`config.mk`:
```
export PLATFORM = sky130hd
export DESIGN_NAME = length_framed_message_deframer_top
export DESIGN_NICKNAME = d
export VERILOG_FILES = /design/src/sv/lfmd_pkg.sv /design/src/sv/lfmd_store.sv /design/src/sv/lfmd_ctrl.sv /design/src/sv/length_framed_message_deframer_top.sv
export SDC_FILE = /design/constraint.sdc
export NUM_CORES = 1
export LEC_CHECK = 0
export BUFFER_PORTS_ARGS = -buffer_cell sky130_fd_sc_hd__buf_2
export CORE_UTILIZATION = 63
export DETAILED_ROUTE_END_ITERATION = 8
export PLACE_DENSITY = 0.77
export RECOVER_POWER = 25
export SLEW_MARGIN = 20
export SYNTH_ARGS = -nofsm -noshare
export SYNTH_HDL_FRONTEND = slang
export SYNTH_SLANG_ARGS = --single-unit
```
`constraint.sdc`:
```
create_clock -name clk -period 4.6 [get_ports clk]
set_input_delay 0.69 -clock clk [delete_from_list [all_inputs] [get_ports clk]]
set_output_delay 0.69 -clock clk [all_outputs]
set_load 0.01 [all_outputs]
```
`src/sv/lfmd_pkg.sv`:
```
// Package of shared constants and types for the length-framed message deframer.
`default_nettype none

package lfmd_pkg;

    // Sizes of the frame store and of a frame.
    localparam int STORE_DEPTH = 64;
    localparam int MAX_RESULTS = 64;
    localparam int HEAD_LEN    = 2;
    localparam int FOOT_LEN    = 1;
    localparam int MIN_LEN     = 4;
    localparam int LEN_CAP     = MAX_RESULTS + HEAD_LEN + FOOT_LEN;
    localparam int LEN_LIMIT   = (STORE_DEPTH < LEN_CAP) ? STORE_DEPTH : LEN_CAP;

    // Widths.
    localparam int BYTE_W    = 8;
    localparam int MAXL_W    = 7;
    localparam int PTR_W     = $clog2(STORE_DEPTH);
    localparam int CNT_W     = $clog2(STORE_DEPTH + 1);
    localparam int IDX_W     = $clog2(MAX_RESULTS);
    localparam int CMP_W     = (CNT_W > BYTE_W) ? CNT_W : BYTE_W;
    localparam int CFG_IDX_W = 2;

    // Configuration register indexes.
    typedef enum logic [CFG_IDX_W-1:0] {
        REG_START_MARKER  = 2'd0,
        REG_END_MARKER    = 2'd1,
        REG_MAX_FRAME_LEN = 2'd2
    } cfg_reg_t;

    // Configuration as the sequencer sees it; max_len is already limited.
    typedef struct packed {
        logic [BYTE_W-1:0] start_marker;
        logic [BYTE_W-1:0] end_marker;
        logic [BYTE_W-1:0] max_len;
    } cfg_t;

    // Request to the frame store.
    typedef struct packed {
        logic              wr_en;
        logic [PTR_W-1:0]  wr_addr;
        logic [BYTE_W-1:0] wr_data;
        logic              rd_en;
        logic [PTR_W-1:0]  rd_addr;
    } mem_req_t;

    // One payload byte handed to the output register.
    typedef struct packed {
        logic              load;
        logic [BYTE_W-1:0] data;
        logic              last;
    } emit_t;

endpackage

`default_nettype wire

```
`src/sv/lfmd_store.sv`:
```
// Frame store: circular byte memory with one write port and a registered read port.
`default_nettype none

module lfmd_store
    import lfmd_pkg::*;
(
    input  wire logic              clk,
    input  wire mem_req_t          mem_req,
    output logic [BYTE_W-1:0]      rd_data
);

    logic [BYTE_W-1:0] store_mem [STORE_DEPTH];
    logic [BYTE_W-1:0] rd_data_reg;

    always_ff @(posedge clk)
    begin
        if (mem_req.wr_en)
        begin
            store_mem[mem_req.wr_addr] <= mem_req.wr_data;
        end
        // The read data holds until the next read is issued.
        if (mem_req.rd_en)
        begin
            rd_data_reg <= store_mem[mem_req.rd_addr];
        end
    end

    assign rd_data = rd_data_reg;

endmodule

`default_nettype wire

```
`src/sv/lfmd_ctrl.sv`:
```
// Sequencer that appends bytes, scans for frames and streams out validated payloads.
`default_nettype none

module lfmd_ctrl
    import lfmd_pkg::*;
(
    input  wire logic              clk,
    input  wire logic              rst_n,
    input  wire logic              in_fire,
    input  wire logic [BYTE_W-1:0] rx_byte,
    input  wire cfg_t              cfg,
    input  wire logic              out_free,
    input  wire logic [BYTE_W-1:0] rd_data,
    output mem_req_t               mem_req,
    output emit_t                  emit,
    output logic                   idle
);

    typedef enum logic [2:0] {
        ST_IDLE,
        ST_SCAN,
        ST_START,
        ST_LEN,
        ST_END,
        ST_EMIT_RD,
        ST_EMIT_WAIT
    } state_t;

    state_t             state_reg, state_next;
    logic [PTR_W-1:0]   head_reg, head_next;
    logic [CNT_W-1:0]   count_reg, count_next;
    logic [BYTE_W-1:0]  len_reg, len_next;
    logic [IDX_W-1:0]   idx_reg, idx_next;
    logic               last_byte;

    // Adds an offset below the store depth to a pointer, wrapping round the store.
    function automatic logic [PTR_W-1:0] ptr_add(input logic [PTR_W-1:0] ptr,
                                                 input logic [PTR_W-1:0] off);
        logic [PTR_W:0] sum;
        begin
            sum = {1'b0, ptr} + {1'b0, off};
            if (sum >= (PTR_W+1)'(STORE_DEPTH))
            begin
                sum = sum - (PTR_W+1)'(STORE_DEPTH);
            end
            return sum[PTR_W-1:0];
        end
    endfunction

    assign last_byte = (BYTE_W'(idx_reg) == len_reg - BYTE_W'(HEAD_LEN + FOOT_LEN + 1));
    assign idle      = (state_reg == ST_IDLE);

    always_comb
    begin
        state_next = state_reg;
        head_next  = head_reg;
        count_next = count_reg;
        len_next   = len_reg;
        idx_next   = idx_reg;
        mem_req    = '0;
        emit       = '0;

        unique case (state_reg)
            ST_IDLE:
            begin
                if (in_fire)
                begin
                    // A byte that finds the store full is dropped.
                    if (count_reg < CNT_W'(STORE_DEPTH))
                    begin
                        mem_req.wr_en   = 1'b1;
                        mem_req.wr_addr = ptr_add(head_reg, PTR_W'(count_reg));
                        mem_req.wr_data = rx_byte;
                        count_next      = count_reg + 1'b1;
                    end
                    state_next = ST_SCAN;
                end
            end
            ST_SCAN:
            begin
                if (count_reg == '0)
                begin
                    state_next = ST_IDLE;
                end
                else
                begin
                    mem_req.rd_en   = 1'b1;
                    mem_req.rd_addr = head_reg;
                    state_next      = ST_START;
                end
            end
            ST_START:
            begin
                if (rd_data == cfg.start_marker)
                begin
                    if (count_reg < CNT_W'(HEAD_LEN))
                    begin
                        state_next = ST_IDLE;
                    end
                    else
                    begin
                        mem_req.rd_en   = 1'b1;
                        mem_req.rd_addr = ptr_add(head_reg, PTR_W'(1));
                        state_next      = ST_LEN;
                    end
                end
                else
                begin
                    head_next  = ptr_add(head_reg, PTR_W'(1));
                    count_next = count_reg - 1'b1;
                    state_next = ST_SCAN;
                end
            end
            ST_LEN:
            begin
                len_next = rd_data;
                if (rd_data < BYTE_W'(MIN_LEN) || rd_data > cfg.max_len)
                begin
                    head_next  = ptr_add(head_reg, PTR_W'(1));
                    count_next = count_reg - 1'b1;
                    state_next = ST_SCAN;
                end
                else if (CMP_W'(count_reg) < CMP_W'(rd_data))
                begin
                    state_next = ST_IDLE;
                end
                else
                begin
                    mem_req.rd_en   = 1'b1;
                    mem_req.rd_addr = ptr_add(head_reg, PTR_W'(rd_data - 1'b1));
                    state_next      = ST_END;
                end
            end
            ST_END:
            begin
                if (rd_data == cfg.end_marker)
                begin
                    idx_next   = '0;
                    state_next = ST_EMIT_RD;
                end
                else
                begin
                    head_next  = ptr_add(head_reg, PTR_W'(1));
                    count_next = count_reg - 1'b1;
                    state_next = ST_SCAN;
                end
            end
            ST_EMIT_RD:
            begin
                mem_req.rd_en   = 1'b1;
                mem_req.rd_addr = ptr_add(head_reg,
                                          PTR_W'(BYTE_W'(idx_reg) + BYTE_W'(HEAD_LEN)));
                state_next      = ST_EMIT_WAIT;
            end
            ST_EMIT_WAIT:
            begin
                if (out_free)
                begin
                    emit.load = 1'b1;
                    emit.data = rd_data;
                    emit.last = last_byte;
                    if (last_byte)
                    begin
                        // Remove the whole frame from the store.
                        if (CMP_W'(count_reg) == CMP_W'(len_reg))
                        begin
                            count_next = '0;
                            head_next  = '0;
                        end
                        else
                        begin
                            count_next = count_reg - CNT_W'(len_reg);
                            head_next  = ptr_add(head_reg, PTR_W'(len_reg));
                        end
                        state_next = ST_IDLE;
                    end
                    else
                    begin
                        idx_next   = idx_reg + 1'b1;
                        state_next = ST_EMIT_RD;
                    end
                end
            end
            default:
            begin
                state_next = ST_IDLE;
            end
        endcase
    end

    always_ff @(posedge clk or negedge rst_n)
    begin
        if (!rst_n)
        begin
            state_reg <= ST_IDLE;
            head_reg  <= '0;
            count_reg <= '0;
            len_reg   <= '0;
            idx_reg   <= '0;
        end
        else
        begin
            state_reg <= state_next;
            head_reg  <= head_next;
            count_reg <= count_next;
            len_reg   <= len_next;
            idx_reg   <= idx_next;
        end
    end

endmodule

`default_nettype wire

```
`src/sv/length_framed_message_deframer_top.sv`:
```
// Top level of the length-framed message deframer: configuration, store, sequencer, output.
//
// Received bytes enter one per transfer on the input channel (in_valid, in_ready, rx_byte).
// The block looks for frames laid out as start marker, total length byte, payload and end
// marker, and sends each payload byte of a valid frame as one transfer on the output channel
// (out_valid, out_ready, payload_byte, frame_last), with frame_last set on the final byte.
// Bytes ahead of a start marker are discarded; a bad length or a missing end marker discards
// the start byte and the held bytes are scanned again for the next start marker.
// The configuration channel (cfg_valid, cfg_ready, cfg_index, cfg_data) sets the start
// marker, the end marker and the largest accepted frame length; it is always ready. The user
// must write it only while the block is idle; the block itself does not enforce this.
// Operation: one shared sequencer and a one-write, one-read store handle one byte at a time.
// Each byte passes through its transfer, then a read and a test of the front byte. Every
// further byte discarded by the scan takes another read and test, the length check and the
// end-marker check a read each, and every payload byte a read and an output load that waits
// for a free output register. At most one frame leaves per input byte.
// The last payload byte of a frame waits in the output register, so the next input byte is
// taken while it is still held. When the receiver stalls, the sequencer waits with the next
// payload byte and in_ready stays low until the last byte has entered the output register.
// Reset empties the store and loads the default configuration; no clearing pass is needed.
`default_nettype none

module length_framed_message_deframer_top
    import lfmd_pkg::*;
(
    input  wire logic                 clk,
    input  wire logic                 rst_n,
    input  wire logic                 in_valid,
    output logic                      in_ready,
    input  wire logic [BYTE_W-1:0]    rx_byte,
    output logic                      out_valid,
    input  wire logic                 out_ready,
    output logic [BYTE_W-1:0]         payload_byte,
    output logic                      frame_last,
    input  wire logic                 cfg_valid,
    output logic                      cfg_ready,
    input  wire logic [CFG_IDX_W-1:0] cfg_index,
    input  wire logic [BYTE_W-1:0]    cfg_data
);

    logic [BYTE_W-1:0] start_marker_reg;
    logic [BYTE_W-1:0] end_marker_reg;
    logic [MAXL_W-1:0] max_frame_len_reg;
    logic [BYTE_W-1:0] max_len_lim;

    logic              out_valid_reg;
    logic [BYTE_W-1:0] payload_reg;
    logic              last_reg;

    cfg_t              cfg;
    mem_req_t          mem_req;
    emit_t             emit;
    logic [BYTE_W-1:0] rd_data;
    logic              idle;
    logic              in_fire;
    logic              out_free;

    // The configuration port never stalls.
    assign cfg_ready = 1'b1;

    always_ff @(posedge clk or negedge rst_n)
    begin
        if (!rst_n)
        begin
            start_marker_reg  <= '0;
            end_marker_reg    <= '0;
            max_frame_len_reg <= MAXL_W'(64);
        end
        else if (cfg_valid && cfg_ready)
        begin
            unique case (cfg_index)
                REG_START_MARKER:  start_marker_reg  <= cfg_data;
                REG_END_MARKER:    end_marker_reg    <= cfg_data;
                REG_MAX_FRAME_LEN: max_frame_len_reg <= cfg_data[MAXL_W-1:0];
                default:           ;
            endcase
        end
    end

    // The accepted length never exceeds the store, nor a payload of the largest result count.
    assign max_len_lim = ({1'b0, max_frame_len_reg} > BYTE_W'(LEN_LIMIT))
                         ? BYTE_W'(LEN_LIMIT) : {1'b0, max_frame_len_reg};

    assign cfg.start_marker = start_marker_reg;
    assign cfg.end_marker   = end_marker_reg;
    assign cfg.max_len      = max_len_lim;

    assign in_ready = idle;
    assign in_fire  = in_valid && in_ready;

    // The output register is free when empty or when its byte is taken this cycle.
    assign out_free = !out_valid_reg || out_ready;

    lfmd_store u_store (
        .clk     (clk),
        .mem_req (mem_req),
        .rd_data (rd_data)
    );

    lfmd_ctrl u_ctrl (
        .clk      (clk),
        .rst_n    (rst_n),
        .in_fire  (in_fire),
        .rx_byte  (rx_byte),
        .cfg      (cfg),
        .out_free (out_free),
        .rd_data  (rd_data),
        .mem_req  (mem_req),
        .emit     (emit),
        .idle     (idle)
    );

    always_ff @(posedge clk or negedge rst_n)
    begin
        if (!rst_n)
        begin
            out_valid_reg <= 1'b0;
        end
        else if (emit.load)
        begin
            out_valid_reg <= 1'b1;
        end
        else if (out_ready)
        begin
            out_valid_reg <= 1'b0;
        end
    end

    always_ff @(posedge clk)
    begin
        if (emit.load)
        begin
            payload_reg <= emit.data;
            last_reg    <= emit.last;
        end
    end

    assign out_valid    = out_valid_reg;
    assign payload_byte = payload_reg;
    assign frame_last   = last_reg;

endmodule

`default_nettype wire

```
==> impl_metrics.csv <==
group,metric,value,unit
grt,grt_max_degree,60,
grt,grt.total_usage,0.3240,
synth,synth_top_area_frac,0.6056,
place,dp_slack,0.2410,ns
floorplanning,fp.dieW,206.0,microns
synth,ys_warn_count,0,
clocking,clockBufferDepth,3,
sta,finalCriticalPeriod,4.369,ns
routing,avgViaCountPerCell,6.477,
layout,design_area,0.02928,sq mm
outcome,outcome,"complete, but fails checks",
clocking,post_cts_buffers,0,
clocking,cts_max_level,2,
sta,tightest_slew,3.053,ns
clocking,cts_made_buffers,58,
place,hpwl,44040,microns
critical_path,max_stage_delay,0.58,ns
grt,grt_pass1_wl,101500,microns
sta,hold_violations,0,
synth,syn_inst,2004,
routing,first_pass_iters,5,
worst_hold_path,hp-start,"cfg_data[0]",
synth,synth_edf_count,529,
critical_path,r2r-start,"max_frame_len_reg[6]",
routing,final_antenna_net_count,0,
routing,wl_per_cell,25.42,microns
job,maxCapViolCount,6,
synth,synth_nets,2082,
place,place_congestion,0.9879,
clocking,cts.reportedPaths.clkPinSlew,0.06,ns
critical_path,path_cells,"inv_1, nand2_1, ha_1, nor2b_1, o211ai_1, a211oi_1, or3_4, or4_4, and2_2, buf_4, nor3_1, buf_4, o211ai_1, nand4_1, a2111oi_2",
floorplanning,coreArea,0.04092,sq mm
layout,drive_above_1_share,0.1321,
clocking,cts_tree,"built",
synth,yosysUniqueCellTypes,70,
routing,drt_iter0_drc,1930,
sta,slew_headroom,-1.035,
layout,fill_cells,2713,
critical_path,worstPathArrival,4.73,ns
synth,synth.top_cells.by_area,"edfxtp_1, dfrtp_1, nand2_1, mux2i_1, mux2_2",
synth,synthArstFlopShare,0.09262,
synth,ys_seq_area_frac,0.6572,
clocking,root_buffer,"clkbuf_16",
power,peakVddDrop,0.0004764,V
critical_path,path_class,"reg2reg",
power,power_density,660.2,mW/mm^2
place,port_buffers,33,
routing,routed_wl,67410,microns
sta,timing.fmax,228.9,MHz
routing,num_vias,17178,
synth,ys.flop_type,"edfxtp_1",
critical_path,endpoint_kind,"flip-flop",
critical_path,crit_start,"max_frame_len_reg[6]",
critical_path,start_kind,"flip-flop",
place,dp.cells,2543,
place,place_area,0.02739,sq mm
layout,fin_cells,2652,
floorplanning,die_h,206.0,microns
floorplanning,rows,74,
synth,syn_area,0.02623,sq mm
synth,yosys.area.top_type,"edfxtp_1",
clocking,insertion_delay,0.63,ns
critical_path,cp.required,4.96,ns
sta,period_share,0.9498,
floorplanning,start_util,0.6409,
floorplanning,dieArea,0.04245,sq mm
grt,grt_overflow,0,
sta,skew,0.01823,ns
critical_path,cp_slowest_cell,"or4_4",
synth,syn_area_per_cell,13.09,sq um
routing,drc,0,
grt,grt_antenna_before_repair,0,
clocking,cts.sink_count,583,
layout,regMostFlops,"u_store.store_mem",
layout,area_delta_synth_final,11.64,%
layout,diodes,0,
outcome,violations,"max-capacitance violations, max-slew violations",
sta,slew_violations,295,
worst_hold_path,hold_class,"in2reg",
sta,tns,0,ns
power,p_leak,10.87,nW
layout,nNetsFinal,2149,
layout,largest_reg_flops,512,
sta,setup_viol,0,
sta,fin_ws,0.2309,ns
grt,grt_pass1_vias,16681,
floorplanning,boundaryPins,35,
critical_path,cp_max_fo,27,
synth,ys_ff_latch,583,
sta,rsz0062_at_grt,"false",
[routing by layer]
layer | vias up | GRT usage | wire length (microns)
li1 | 7664 | - | -
met1 | 8489 | 0.4558 | 27500
met2 | 883 | 0.5206 | 32480
met3 | 142 | 0.04620 | 5469
met4 | 0 | 0.1121 | 1955
met5 | - | 0 | 0
[through the flow]
| step | hold slack (ns) | util | power [W] |
|---|---|---|---|
| 5_1_grt | 0.3442 | 0.7155 | 0.02018 |
| 3_3_place_gp | 0.5027 | 0.6693 | 0.01434 |
| 3_5_place_dp | 0.5028 | 0.6693 | 0.01451 |
| 6_report | 0.3396 | 0.7155 | 0.01933 |
| 2_1_floorplan | 0.3944 | - | 0.01196 |
| 4_1_cts | 0.2053 | 0.7162 | 0.01924 |
[Yosys cell counts (16+ instances only)]
cell type,count
inv_1,46
edfxtp_1,529
o211ai_1,66
mux2i_1,99
ha_1,49
a31oi_1,22
dfrtp_1,53
xor2_1,25
nand4_1,37
nor2_1,100
nor3_1,29
and3_1,32
clkbuf_1,46
xnor2_1,36
nand2_1,328
buf_2,39
o21ai_0,38
a21oi_1,46
a21o_1,16
mux2_2,65
nand3_1,86
[worst max-delay path: cells and delay by family, from the launching register on]
family	cells	cell delay (ns)
buffers and inverters	3	0.67
AOI/OAI and AO/OA	4	0.61
and+or+nand+nor	7	2.05
DFF	1	0.53
adders and majority gates	1	0.23
[what timing repair did]
item | CTS | global route
hold buffers | 0 | 0
endpoints found under the setup margin | 0 | 2
resized for setup | 0 | 2
[logic make-up (layout without fill, tap and decap cells)]
family / Yosys count / in the layout / share of synthesized area
buffers and inverters: 155 / 271 / 0.02648
DFF: 583 / 583 / 0.6572
xor gates and xnor gates: 61 / 61 / 0.02037
adders and majority gates: 55 / 55 / 0.02795
other: 1 / 1 / 0.0001430
AOI/OAI and AO/OA: 303 / 303 / 0.08262
muxes: 167 / 167 / 0.06697
and+or+nand+nor: 679 / 679 / 0.1183
[placed cells by master, fill, tap and decap left out, drive strengths merged, types with 27 or more instances in the layout]
cell    count
a21oi      46
and3       32
buf       100
clkbuf     86
clkinv     27
dfrtp      53
edfxtp    529
ha         49
inv        48
mux2       68
mux2i      99
nand2     328
nand3      86
nand4      37
nor2      101
nor3       29
o211ai     67
o21ai      40
xnor2      36
[cell type report]
class	count	area, sq um	share of cell area
clock buffers	70	1539	0.05256
clock inverters	39	380.4	0.01299
inverters	46	172.7	0.005896
multi-input cells	1266	8342	0.2849
flip-flops and latches	583	17240	0.5887
well taps	532	665.6	0.02273
repair buffers	116	945.9	0.03230
[power by group]
| part | internal (W) | switching (W) |
|---|---|---|
| Clock | 0.00273 | 0.00202 |
| Sequential | 0.00618 | 0.000357 |
| Combinational | 0.00311 | 0.00493 |
| Total | 0.0120 | 0.00731 |
[worst paths after layout]
kind / to / slack (ns) / cells after the start
max in group asynchronous: max_frame_len_reg[0] / 1.70 / 2
min: end_marker_reg[0] / 0.34 / 2
max: u_store.rd_data[5] / 0.23 / 15
max reg2reg: u_store.rd_data[5] / 0.23 / 15
min in group asynchronous: u_ctrl.idx_reg[3] / 1.15 / 2
min reg2reg: max_frame_len_reg[3] / 0.52 / 1
Power figures use the tool's default switching activity.
